$ cat src/design/case_insensitive_substring_search_assert.svh
// assertion macros for the case-insensitive substring search block
`ifndef CASE_INSENSITIVE_SUBSTRING_SEARCH_ASSERT_SVH
`define CASE_INSENSITIVE_SUBSTRING_SEARCH_ASSERT_SVH

`ifndef SYNTH
`define CISS_ASSERT_CLK(lbl, clk, rst_n, prop, msg) \
  lbl: assert property (@(posedge clk) disable iff (!rst_n) prop) else $error(msg);
`define CISS_ASSERT(lbl, prop, msg) \
  `CISS_ASSERT_CLK(lbl, clk_i, rst_ni, prop, msg)
`else
`define CISS_ASSERT_CLK(lbl, clk, rst_n, prop, msg)
`define CISS_ASSERT(lbl, prop, msg)
`endif

`endif

$ cat src/design/ciss_pkg.sv
// types, constants and byte folding for the substring search
package ciss_pkg;

  localparam logic       ACT_PATTERN = 1'b0;
  localparam logic       ACT_TEXT    = 1'b1;
  localparam logic [7:0] CHAR_UPPER_A = 8'h41;
  localparam logic [7:0] CHAR_UPPER_Z = 8'h5a;
  localparam logic [7:0] CASE_OFFSET  = 8'd32;
  localparam logic [7:0] CHAR_PERCENT = 8'h25;

  typedef struct packed {
    logic pat_shift;
    logic pat_keep;
    logic txt_shift;
    logic txt_clear;
  } ciss_ctrl_t;

  function automatic logic [7:0] fold_case(input logic [7:0] c);
    logic [7:0] r;
    r = c;
    if (c >= CHAR_UPPER_A && c <= CHAR_UPPER_Z) begin
      r = c + CASE_OFFSET;
    end
    return r;
  endfunction

endpackage

$ cat src/design/ciss_in_if.sv
// input channel: pattern and text bytes
interface ciss_in_if;
  logic       valid;
  logic       ready;
  logic       action;
  logic [7:0] data_byte;
  logic       has_byte;
  logic       last;

  modport source (output valid, action, data_byte, has_byte, last, input ready);
  modport sink   (input valid, action, data_byte, has_byte, last, output ready);
endinterface

$ cat src/design/ciss_out_if.sv
// output channel: search result
interface ciss_out_if;
  logic valid;
  logic ready;
  logic found;
  logic pattern_overflow;

  modport source (output valid, found, pattern_overflow, input ready);
  modport sink   (input valid, found, pattern_overflow, output ready);
endinterface

$ cat src/design/ciss_cell.sv
// one window cell: a pattern byte, a text byte, their valid bits and a compare
module ciss_cell
  import ciss_pkg::*;
(
  input  logic       clk_i,
  input  logic       rst_ni,
  input  ciss_ctrl_t ctrl_i,
  input  logic [7:0] pat_i,
  input  logic       pval_i,
  input  logic [7:0] txt_i,
  input  logic       tval_i,
  output logic [7:0] pat_o,
  output logic       pval_o,
  output logic [7:0] txt_o,
  output logic       tval_o,
  output logic       hit_o
);

  logic [7:0] pat_q, txt_q;
  logic       pval_q, pval_d, tval_q, tval_d;

  always_comb begin
    pval_d = pval_q;
    if (ctrl_i.pat_shift) begin
      pval_d = pval_i;
    end else if (!ctrl_i.pat_keep) begin
      pval_d = 1'b0;
    end
    tval_d = tval_q;
    if (ctrl_i.txt_clear) begin
      tval_d = 1'b0;
    end else if (ctrl_i.txt_shift) begin
      tval_d = tval_i;
    end
  end

  always_ff @(posedge clk_i or negedge rst_ni) begin
    if (!rst_ni) begin
      pval_q <= 1'b0;
      tval_q <= 1'b0;
    end else begin
      pval_q <= pval_d;
      tval_q <= tval_d;
    end
  end

  always_ff @(posedge clk_i) begin
    if (ctrl_i.pat_shift) begin
      pat_q <= pat_i;
    end
    if (ctrl_i.txt_shift) begin
      txt_q <= txt_i;
    end
  end

  // neighbor sees no valid pattern byte once the pattern restarts
  assign pat_o  = pat_q;
  assign pval_o = pval_q & ctrl_i.pat_keep;
  assign txt_o  = txt_q;
  assign tval_o = tval_q;
  // compare against the window as it stands after this shift
  assign hit_o  = !pval_q || (tval_i && (txt_i == pat_q));

endmodule

$ cat src/design/case_insensitive_substring_search.sv
// top level of the case-insensitive substring search
//
//  channel  dir  beat                                    done when
//  in_i     in   action, data_byte, has_byte, last       valid && ready
//  out_o    out  found, pattern_overflow                 valid && ready
//
//  one beat per cycle on in_i; a result appears the cycle after the last text beat
//  the figure is set by the cell row: every cell compares in parallel each cycle
//  reset clears all valid bits at once; no clearing pass
//  in_i stalls only while a result waits in the output register and out_o is not ready
`include "case_insensitive_substring_search_assert.svh"

module case_insensitive_substring_search
  import ciss_pkg::*;
#(
  parameter int MAX_PATTERN = 32
) (
  input  logic       clk_i,
  input  logic       rst_ni,
  ciss_in_if.sink    in_i,
  ciss_out_if.source out_o
);

  ciss_ctrl_t             ctrl;
  logic [7:0]             pat_vec [MAX_PATTERN];
  logic [7:0]             txt_vec [MAX_PATTERN];
  logic [MAX_PATTERN-1:0] pval_vec, tval_vec, hit_vec;

  logic       in_fire, is_pat, is_txt, pat_clear, drop, store_try, full_eff;
  logic       match, found_now, result_found, emit;
  logic [7:0] byte_folded;

  logic starting_q, starting_d, ovf_q, ovf_d, found_q, found_d;
  logic out_valid_q, out_valid_d, out_found_q, out_ovf_q;

  assign in_fire     = in_i.valid && in_i.ready;
  assign is_pat      = in_fire && (in_i.action == ACT_PATTERN);
  assign is_txt      = in_fire && (in_i.action == ACT_TEXT);
  assign byte_folded = fold_case(in_i.data_byte);
  assign pat_clear   = is_pat && starting_q;
  assign drop        = (in_i.data_byte == CHAR_PERCENT) && (starting_q || in_i.last);
  assign store_try   = is_pat && in_i.has_byte && !drop;
  assign full_eff    = pval_vec[MAX_PATTERN-1] && !pat_clear;

  assign ctrl.pat_shift = store_try && !full_eff;
  assign ctrl.pat_keep  = !pat_clear;
  assign ctrl.txt_shift = is_txt && in_i.has_byte;
  assign ctrl.txt_clear = (is_txt && in_i.last) || pat_clear;

  for (genvar k = 0; k < MAX_PATTERN; k++) begin : g_cell
    logic [7:0] pat_in, txt_in;
    logic       pval_in, tval_in;
    if (k == 0) begin : g_head
      assign pat_in  = byte_folded;
      assign pval_in = 1'b1;
      assign txt_in  = byte_folded;
      assign tval_in = 1'b1;
    end else begin : g_body
      assign pat_in  = pat_vec[k-1];
      assign pval_in = pval_vec[k-1];
      assign txt_in  = txt_vec[k-1];
      assign tval_in = tval_vec[k-1];
    end
    ciss_cell u_cell (
      .clk_i  (clk_i),
      .rst_ni (rst_ni),
      .ctrl_i (ctrl),
      .pat_i  (pat_in),
      .pval_i (pval_in),
      .txt_i  (txt_in),
      .tval_i (tval_in),
      .pat_o  (pat_vec[k]),
      .pval_o (pval_vec[k]),
      .txt_o  (txt_vec[k]),
      .tval_o (tval_vec[k]),
      .hit_o  (hit_vec[k])
    );
  end

  assign match        = pval_vec[0] && (&hit_vec);
  assign found_now    = found_q || (ctrl.txt_shift && match);
  assign result_found = ovf_q ? 1'b0 : (!pval_vec[0] ? 1'b1 : found_now);
  assign emit         = is_txt && in_i.last;

  always_comb begin
    starting_d = starting_q;
    ovf_d      = ovf_q;
    if (is_pat) begin
      ovf_d = (ovf_q && !pat_clear) || (store_try && full_eff);
      if (in_i.last) begin
        starting_d = 1'b1;
      end else if (in_i.has_byte) begin
        starting_d = 1'b0;
      end
    end
    found_d = found_q;
    if (ctrl.txt_clear) begin
      found_d = 1'b0;
    end else if (ctrl.txt_shift && match) begin
      found_d = 1'b1;
    end
    out_valid_d = out_valid_q;
    if (emit) begin
      out_valid_d = 1'b1;
    end else if (out_o.ready) begin
      out_valid_d = 1'b0;
    end
  end

  always_ff @(posedge clk_i or negedge rst_ni) begin
    if (!rst_ni) begin
      starting_q  <= 1'b1;
      ovf_q       <= 1'b0;
      found_q     <= 1'b0;
      out_valid_q <= 1'b0;
    end else begin
      starting_q  <= starting_d;
      ovf_q       <= ovf_d;
      found_q     <= found_d;
      out_valid_q <= out_valid_d;
    end
  end

  always_ff @(posedge clk_i) begin
    if (emit) begin
      out_found_q <= result_found;
      out_ovf_q   <= ovf_q;
    end
  end

  assign in_i.ready             = !out_valid_q || out_o.ready;
  assign out_o.valid            = out_valid_q;
  assign out_o.found            = out_found_q;
  assign out_o.pattern_overflow = out_ovf_q;

  `CISS_ASSERT(a_pat_thermo, ((pval_vec >> 1) & ~pval_vec) == '0, "pattern valid bits not contiguous")
  `CISS_ASSERT(a_txt_thermo, ((tval_vec >> 1) & ~tval_vec) == '0, "text valid bits not contiguous")
  `CISS_ASSERT(a_ovf_full, ovf_q |-> (pval_vec[MAX_PATTERN-1] || pat_clear), "overflow without a full pattern")
  `CISS_ASSERT(a_ovf_found, out_valid_q && out_ovf_q |-> !out_found_q, "found with overflow")
  `CISS_ASSERT(a_txt_cleared, emit |=> (tval_vec == '0) && !found_q, "text state kept after result")

endmodule

$ cat src/flat_wrapper.sv
// flat-port wrapper written by rule: the top's interface ports become plain ports
module case_insensitive_substring_search_flat import ciss_pkg::*;
#(
  parameter int MAX_PATTERN = 32
)
  (clk_i, rst_ni, in_i_valid, in_i_action, in_i_data_byte, in_i_has_byte, in_i_last, in_i_ready, out_o_valid, out_o_found, out_o_pattern_overflow, out_o_ready);
  ciss_in_if in_i_i ();
  ciss_out_if out_o_i ();
  input  logic clk_i;
  input  logic rst_ni;
  input wire logic [$bits(in_i_i.valid)-1:0] in_i_valid;
  input wire logic [$bits(in_i_i.action)-1:0] in_i_action;
  input wire logic [$bits(in_i_i.data_byte)-1:0] in_i_data_byte;
  input wire logic [$bits(in_i_i.has_byte)-1:0] in_i_has_byte;
  input wire logic [$bits(in_i_i.last)-1:0] in_i_last;
  output wire logic [$bits(in_i_i.ready)-1:0] in_i_ready;
  output wire logic [$bits(out_o_i.valid)-1:0] out_o_valid;
  output wire logic [$bits(out_o_i.found)-1:0] out_o_found;
  output wire logic [$bits(out_o_i.pattern_overflow)-1:0] out_o_pattern_overflow;
  input wire logic [$bits(out_o_i.ready)-1:0] out_o_ready;
  assign in_i_i.valid = in_i_valid;
  assign in_i_i.action = in_i_action;
  assign in_i_i.data_byte = in_i_data_byte;
  assign in_i_i.has_byte = in_i_has_byte;
  assign in_i_i.last = in_i_last;
  assign in_i_ready = in_i_i.ready;
  assign out_o_valid = out_o_i.valid;
  assign out_o_found = out_o_i.found;
  assign out_o_pattern_overflow = out_o_i.pattern_overflow;
  assign out_o_i.ready = out_o_ready;
  case_insensitive_substring_search #(.MAX_PATTERN(MAX_PATTERN)) u_core (.clk_i(clk_i), .rst_ni(rst_ni), .in_i(in_i_i), .out_o(out_o_i));
endmodule
$ cat config.mk
export PLATFORM = sky130hd
export DESIGN_NAME = case_insensitive_substring_search_flat
export DESIGN_NICKNAME = d
export VERILOG_FILES = /design/src/design/ciss_pkg.sv /design/src/design/ciss_in_if.sv /design/src/design/ciss_out_if.sv /design/src/design/ciss_cell.sv /design/src/design/case_insensitive_substring_search.sv /design/src/flat_wrapper.sv
export VERILOG_INCLUDE_DIRS = /design/src /design/src/design
export SDC_FILE = /design/constraint.sdc
export NUM_CORES = 1
export LEC_CHECK = 0
export BUFFER_PORTS_ARGS = -buffer_cell sky130_fd_sc_hd__buf_4
export CELL_PAD_IN_SITES_DETAIL_PLACEMENT = 2
export CELL_PAD_IN_SITES_GLOBAL_PLACEMENT = 2
export CORE_MARGIN = 4
export CORE_UTILIZATION = 35
export CTS_CLUSTER_DIAMETER = 50
export CTS_CLUSTER_SIZE = 25
export DETAILED_ROUTE_END_ITERATION = 6
export GPL_TIMING_DRIVEN = 1
export MAX_ROUTING_LAYER = met4
export PLACE_DENSITY_LB_ADDON = 0.1
export SLEW_MARGIN = 10
export SYNTH_ARGS = -nofsm -noshare
export SYNTH_HDL_FRONTEND = slang
export SYNTH_SLANG_ARGS = --single-unit
$ cat constraint.sdc
create_clock -name clk_i -period 7.85 [get_ports clk_i]
set_clock_uncertainty 0.05 [all_clocks]
set_input_delay 0.3925 -clock clk_i [delete_from_list [all_inputs] [get_ports clk_i]]
set_output_delay 0.3925 -clock clk_i [all_outputs]
set_load 0.1 [all_outputs]
==> out/qor.tcl, run 1 <==
set qor(drt_pass1_iterations) 5
set qor(clock_power_share_pct) 45.6
set qor(timing.critical_path.from) {out_o_ready}
set qor(routabilityCongestion) 0.686
set qor(worst_setup_path_end_kind) {flip-flop}
set qor(synth_seq_cells) 573
set qor(avgRoutedWirePerCell_um) 21.2
set qor(synth_compound_gate_area_share_pct) 2.67
set qor(pwr_density_cell_nw_per_um2) 274
set qor(boundaryPins) 19
set qor(post_synth_mux_area_share_pct) 0.0477
set qor(grt.total_usage_pct) 14.6
set qor(postRouteAntennaNets) 0
set qor(cap_viol_max_count) 0
set qor(timing.final.crit_share_pct) 49.8
set qor(critical_path.reg2reg.startpoint) {u_core.out_o.valid$_DFFE_PN0P_}
set qor(area_enclosed_by_the_die_boundary_sq_um) 63900
set qor(synthesized_area_per_cell_sq_um) 17.5
set qor(root_buf_cell) {sky130_fd_sc_hd__clkbuf_16}
set qor(detailedRoute.firstIterationViolations) 469
set qor(p_seq_share_pct) 51.7
set qor(grt_start_max_net_pins) 140
set qor(path_class) {input port to flip-flop}
set qor(design.core.area_sq_um) 59100
set qor(data_arrival_time_of_the_worst_path_ns) 4.39
set qor(routed-via-count) 10100
set qor(floorplan.initialDensity_pct) 35.5
set qor(global_routing_met1_resource_utilization_pct) 19.2
set qor(buffer_depth_of_the_longest_clock_path) 3
set qor(critPathMaxFanout) 139
set qor(clock_sink_count) 573
set qor(reg2regPathDepth) 10
set qor(synth_edf_count) 506
set qor(power.combinational.fraction_pct) 2.7
set qor(p_leak_nw) 8.16
set qor(startpoint_type) {input port}
set qor(worst_ir_drop_vdd_mv) 0.153
set qor(synth_xor_xnor_area_share_pct) 10.6
set qor(timing_worst_slew_pin_value_ns) 1.12
set qor(port_buffers) 18
set qor(cts_tree) {built}
set qor(hold_violations) 0
set qor(crit_family) {buffers and inverters}
set qor(grt_setup_unrepaired) {false}
set qor(globalRoute.totalOverflow) 0
set qor(cts-buffers-inserted) 60
set qor(path_category_of_the_worst_min_delay_check) {input port to flip-flop}
set qor(swShare_pct) 23.4
set qor(worstPathCellList) {dlygate4sd3_1 -> buf_4 -> nand2b_2 -> and3b_1 -> nand2_1 -> a41oi_1 -> nand2_1 -> buf_4 -> inv_8 -> buf_4 -> nand2_1 -> a21oi_1}
set qor(crit_cells) 12
set qor(fin_nets) 1293
set qor(syn-instance-count) 1198
set qor(whs_path_depth) 3
set qor(crit_path_top_delay_cell) {sky130_fd_sc_hd__buf_4}
set qor(holdCritStartpoint) {in_i_has_byte}
set qor(dp_hpwl_mm) 27.6
set qor(combined_area_of_all_synthesized_cells_sq_um) 21000
set qor(antenna_diode_instance_count) 0
set qor(preCtsSetupSlack_ns) 3.83
set qor(grt_pass1_vias) 11200
set qor(ys_async_sr_fraction_pct) 11.7
set qor(timing.critical_path.buf_inv) 5
set qor(synth_flop_cell) {sky130_fd_sc_hd__edfxtp_1}
set qor(critical_path_required_ns) 8.33
set qor(final.min_clock_period_ns) 3.91
set qor(vias_per_cell) 4.79
set qor(area_growth_pct) 16.1
set qor(grt-busiest-layer) {met2}
set qor(switching_power_mw) 1.56
set qor(number_of_remaining_drc_errors) 0
set qor(ys_seq_area_share_pct) 80.5
set qor(cts-htree-levels) 2
set qor(setup_slack_ns) 3.94
set qor(timing.slew.headroom_pct) 25.4
set qor(die_x_um) 253
set qor(antenna_found_initial) 0
set qor(mapped_nets) 1214
set qor(cts_resized) 0
set qor(maxClockFrequency_mhz) 256
set qor(die_h_um) 253
set qor(synth-warning-count) 0
set qor(use_met2_pct) 23.9
set qor(ys_types) 40
set qor(grt_pass1_wl_mm) 69.5
set qor(fp-row-count) 89
set qor(insertion_delay_ns) 0.63
set qor(report.final.setup_viol) 0
set qor(cts.clk_slew.worst_paths_ns) 0.07
set qor(critical-path-max-stage-delay_ns) 0.92
set qor(drive_above_1_share_pct) 10.9
set qor(synth_top_family_by_area) {XOR/XNOR gates}
set qor(intPower_mw) 5.10
set qor(synthAdderAreaFrac_pct) 0.0597
set qor(fraction_of_the_mapped_netlist_area_in_simple_logic_gates_pct) 5.65
set qor(met3_usage_pct) 2.39
set qor(tns_ns) 0
set qor(run_status) {complete, no violations}
set qor(routed_wl_mm) 44.6
set qor(maxSlewViolCount) 0
## worst register-to-register path: cells and delay by family (launching register included)
| kind | cells | cell delay [ns] |
|---|---|---|
| AO/OA/AOI/OAI | 2 | 0.49 |
| buffers and inverters | 3 | 2.14 |
| AND/OR/NAND/NOR | 5 | 0.70 |
| flip-flops | 1 | 0.39 |
## routing by layer
metal	wire length [um]	up-vias
li1	-	4626
met1	20000	5266
met2	22300	108
met3	1410	56
met4	788	0
met5	0	-
## registers in the layout, indices dropped and copies added, names as in the netlist
name,cells
u_core.g_cell.u_cell.pval_q,32
u_core.out_o.valid,1
u_core.g_cell.u_cell.tval_o,31
u_core.out_o.found,1
u_core.ovf_q,1
u_core.g_cell.u_cell.txt_o,248
u_core.starting_q,1
u_core.out_o.pattern_overflow,1
u_core.found_q,1
u_core.g_cell.u_cell.pat_o,256
## cells in the mapped netlist (7+ instances only)
cell type	n	share of area, %
sky130_fd_sc_hd__a21oi_1	65	1.6
sky130_fd_sc_hd__a22oi_1	12	0.43
sky130_fd_sc_hd__clkbuf_1	13	0.23
sky130_fd_sc_hd__dfrtp_1	66	7.9
sky130_fd_sc_hd__edfxtp_1	506	72
sky130_fd_sc_hd__nand2_1	133	2.4
sky130_fd_sc_hd__nand4_1	35	1.0
sky130_fd_sc_hd__nor2_1	7	0.13
sky130_fd_sc_hd__nor3_1	30	0.72
sky130_fd_sc_hd__nor4_1	31	0.92
sky130_fd_sc_hd__xnor2_1	42	1.8
sky130_fd_sc_hd__xor2_1	212	8.9
## through the flow
stage                     hold WS (ns)  utilization, %  cell area [sq um]  total power, mW  std cells
after floorplan                 0.0469               -              21000             3.62       1198
after global placement           0.404            37.3              22100             3.69       1979
after detailed placement         0.408            37.3              22100             3.70       1979
after CTS                       0.0448            41.2              24300             6.78       2101
after global routing            0.0641            41.2              24300             6.95       2101
final                           0.0845            41.2              24300             6.66       2101
## power by group through the flow
stage,clock [mW],combinational [mW],sequential [mW]
CTS,3.14,0.186,3.45
detailed placement,0,0.182,3.52
global route,3.29,0.202,3.46
finish,3.04,0.179,3.45
global placement,0,0.179,3.51
floorplan,0,0.109,3.51
## final cells by class
| type | count | area (sq um) |
|---|---|---|
| fill | 5575 | 34800 |
| sequential | 573 | 16900 |
| multi-input combinational | 599 | 3990 |
| clock buffer | 60 | 1500 |
| tap | 773 | 967 |
| clock inverter | 53 | 668 |
| timing repair buffer | 36 | 293 |
| inverter | 7 | 41.3 |
## path summary, 6_finish.rpt
kind	endpoint	slack, ns
max in group asynchronous	u_core.g_cell[7].u_cell.tval_o$_DFFE_PN0P_	6.69
worst max-delay path	u_core.g_cell[7].u_cell.pval_q$_DFFE_PN0P_	3.94
worst min register to register	u_core.g_cell[22].u_cell.txt_o[1]$_DFFE_PP_	0.39
worst min-delay path	u_core.starting_q$_DFFE_PN1P_	0.08
min in group asynchronous	u_core.g_cell[29].u_cell.tval_o$_DFFE_PN0P_	0.38
worst max register to register	u_core.g_cell[7].u_cell.pval_q$_DFFE_PN0P_	3.98
## cells in the final DEF (no fill, tap or decap), drive strengths merged, types with 5 or more instances in the layout
cell / count
a21oi: 65
a22oi: 12
buf: 27
bufinv: 5
clkbuf: 60
clkinv: 23
dfrtp: 66
dlygate4sd3: 9
edfxtp: 506
inv: 28
nand2: 133
nand4: 35
nor2: 7
nor3: 30
nor4: 32
xnor2: 42
xor2: 212
## logic make-up after synthesis
logic type / count (synthesis)
AOI/OAI and AO/OA: 95
xor gates and xnor gates: 254
adders and majority gates: 1
buffers and inverters: 26
DFF: 573
muxes: 1
and+or+nand+nor: 248
## timing repair
| action | in CTS | in global routing |
|---|---|---|
| endpoints found under the hold margin | 78 | 0 |
| buffers inserted | 0 | 0 |
| hold buffers | 9 | 0 |
No activity file was read; power rests on OpenSTA's default activity.
==> run 2, diff against run 1 <==
==> constraint.sdc (replaced) <==
create_clock -name clk_i -period 4.1 [get_ports clk_i]
set_clock_uncertainty 0.05 [all_clocks]
set_input_delay 0.205 -clock clk_i [delete_from_list [all_inputs] [get_ports clk_i]]
set_output_delay 0.205 -clock clk_i [all_outputs]
set_load 0.1 [all_outputs]
==> out/qor.tcl, run 2 (synthesis gave the netlist of run 1 again) <==
set qor(swShare_pct) 22.3
set qor(routed-via-count) 10200
set qor(worst_setup_path_end_kind) {flip-flop}
set qor(drt_pass1_iterations) 5
set qor(path_class) {flip-flop to flip-flop}
set qor(routed_wl_mm) 45.7
set qor(die_h_um) 253
set qor(worstPathCellList) {nand2b_2 -> nand4_1 -> buf_4 -> inv_8 -> nand4_1 -> nor4_2 -> nand4_1 -> o31ai_2}
set qor(globalRoute.totalOverflow) 0
set qor(post-cts-setup-buffers) 0
set qor(number_of_remaining_drc_errors) 0
set qor(grt_start_max_net_pins) 106
set qor(crit_family) {simple AND/OR/NAND/NOR gates}
set qor(path_category_of_the_worst_min_delay_check) {input port to flip-flop}
set qor(whs_path_depth) 4
set qor(reg2regPathDepth) 8
set qor(mostFrequentLayoutCell) {sky130_fd_sc_hd__edfxtp_1}
set qor(insertion_delay_ns) 0.63
set qor(post_dp_cell_area_sq_um) 22200
set qor(boundaryPins) 19
set qor(cts-buffers-inserted) 60
set qor(run_status) {complete, no violations}
set qor(crit_path_top_delay_cell) {sky130_fd_sc_hd__inv_8}
set qor(drive_above_1_share_pct) 11.0
set qor(final-seq-area_sq_um) 16900
set qor(switching_power_mw) 2.86
set qor(multiInputGateArea_sq_um) 3990
set qor(hold_end) {u_core.g_cell[31].u_cell.pval_q$_DFFE_PN0P_}
set qor(maxClockFrequency_mhz) 349
set qor(dp_hpwl_mm) 29.0
set qor(design.core.area_sq_um) 59100
set qor(postRouteAntennaNets) 0
set qor(crit-reg2reg-capture) {u_core.out_o.found$_SDFFCE_PP0P_}
set qor(routabilityCongestion) 0.699
set qor(finalNonFillerCells) 2112
set qor(timing.critical_path.buf_inv) 2
set qor(intPower_mw) 9.96
set qor(hold_violations) 0
set qor(critical-path-max-stage-delay_ns) 0.53
set qor(port_buffers) 18
set qor(p_leak_nw) 8.23
set qor(grt_setup_unrepaired) {false}
set qor(critPathMaxFanout) 86
set qor(ff_to_ff_setup_slack_ns) 1.23
set qor(area_enclosed_by_the_die_boundary_sq_um) 63900
set qor(final_std_cell_area_no_fill_sq_um) 24500
set qor(p_seq_share_pct) 51.5
set qor(clock_sink_count) 573
set qor(clock_power_share_pct) 45.6
set qor(grt_pass1_wl_mm) 70.6
set qor(final.min_clock_period_ns) 2.87
set qor(critical_path.reg2reg.startpoint) {u_core.out_o.valid$_DFFE_PN0P_}
set qor(holdCritStartpoint) {in_i_data_byte[5]}
set qor(timing.final.crit_share_pct) 69.9
set qor(avgRoutedWirePerCell_um) 21.7
set qor(cts-htree-levels) 2
set qor(antenna_found_initial) 0
set qor(cap_viol_max_count) 0
set qor(root_buf_cell) {sky130_fd_sc_hd__clkbuf_16}
set qor(startpoint_type) {flip-flop}
set qor(detailedRoute.firstIterationViolations) 604
set qor(pwr_density_cell_nw_per_um2) 523
set qor(timing.slew.headroom_pct) 27.1
set qor(critical_path_required_ns) 4.50
set qor(cts_tree) {built}
set qor(timing_worst_slew_pin_value_ns) 1.09
set qor(cts.clk_slew.worst_paths_ns) 0.07
set qor(antenna_diode_instance_count) 0
set qor(largest_register_ffs) 256
set qor(worst_path_most_repeated_cell) {sky130_fd_sc_hd__nand4_1}
set qor(floorplan.initialDensity_pct) 35.5
set qor(tns_ns) 0
set qor(fin_nets) 1303
set qor(data_arrival_time_of_the_worst_path_ns) 3.27
set qor(cts_resized) 0
set qor(maxSlewViolCount) 0
set qor(vias_per_cell) 4.82
set qor(worst_ir_drop_vdd_mv) 0.452
set qor(die_x_um) 253
set qor(dpl.cell_count) 1981
set qor(grt.total_usage_pct) 14.9
set qor(p_total_mw) 12.8
set qor(grt_pass1_vias) 11200
set qor(power.combinational.fraction_pct) 2.9
set qor(layout.cells.most_common_list) {sky130_fd_sc_hd__edfxtp_1, sky130_fd_sc_hd__xor2_1, sky130_fd_sc_hd__nand2_1}
set qor(report.final.setup_viol) 0
set qor(layout.filler_cells) 5558
set qor(fp-row-count) 89
set qor(buffer_depth_of_the_longest_clock_path) 3
set qor(area_growth_pct) 16.9
==> run 2: area by class of cell <==
class / count / share of cell area (%)
Multi-Input combinational cell: 599 / 16.3
Clock buffer: 66 / 6.47
Inverter: 7 / 0.168
Clock inverter: 48 / 2.43
Sequential cell: 573 / 68.8
Tap cell: 773 / 3.94
Timing Repair Buffer: 46 / 1.89
==> run 2: tightest hold or removal path, cell delays in order <==
cell	delay [ns]
sky130_fd_sc_hd__buf_4	0.13
sky130_fd_sc_hd__a41oi_1	0.16
sky130_fd_sc_hd__a21oi_1	0.14
sky130_fd_sc_hd__nor2_1	0.05
==> run 2: routing by layer <==
layer / GRT usage (%) / vias to the layer above / wire length [um]
met5: - / - / 0
met1: 19.5 / 5349 / 20500
met3: 2.89 / 61 / 1570
li1: - / 4641 / -
met4: 3.06 / 0 / 692
met2: 24.6 / 120 / 23000
==> run 2: what timing repair did <==
action | 4_1_cts | 5_1_grt
endpoints found under the setup margin | 0 | 0
hold buffers | 17 | 0
endpoints found under the hold margin | 88 | 0
==> run 2: per-stage QoR <==
stage	worst slack (ns)	util, %	hold slack (ns)
3_5_place_dp	1.18	37.5	0.358
5_1_grt	1.00	41.5	0.0587
2_1_floorplan	0.0109	-	-0.141
6_report	1.23	41.5	0.0556
3_3_place_gp	1.22	37.5	0.365
4_1_cts	1.15	41.5	0.0157
==> run 2: power groups by stage <==
stage,combinational [mW],sequential [mW],clock (mW)
floorplan,0.209,6.70,0
global placement,0.357,6.72,0
detailed placement,0.361,6.73,0
CTS,0.380,6.61,6.04
global route,0.409,6.62,6.34
finish,0.366,6.60,5.85
==> run 2: worst max path at each step <==
stage / from / endpoint / slack (ns) / cells past startpoint
6_report: u_core.out_o.valid$_DFFE_PN0P_ / u_core.out_o.found$_SDFFCE_PP0P_ / 1.23 / 8
5_1_grt: u_core.out_o.valid$_DFFE_PN0P_ / u_core.out_o.found$_SDFFCE_PP0P_ / 1.00 / 8
4_1_cts: u_core.out_o.valid$_DFFE_PN0P_ / u_core.out_o.found$_SDFFCE_PP0P_ / 1.15 / 8
3_5_place_dp: u_core.out_o.valid$_DFFE_PN0P_ / u_core.out_o.found$_SDFFCE_PP0P_ / 1.18 / 8
3_3_place_gp: u_core.out_o.valid$_DFFE_PN0P_ / u_core.out_o.found$_SDFFCE_PP0P_ / 1.22 / 8
2_1_floorplan: u_core.out_o.valid$_DFFE_PN0P_ / u_core.g_cell[0].u_cell.txt_o[0]$_DFFE_PP_ / 0.01 / 4
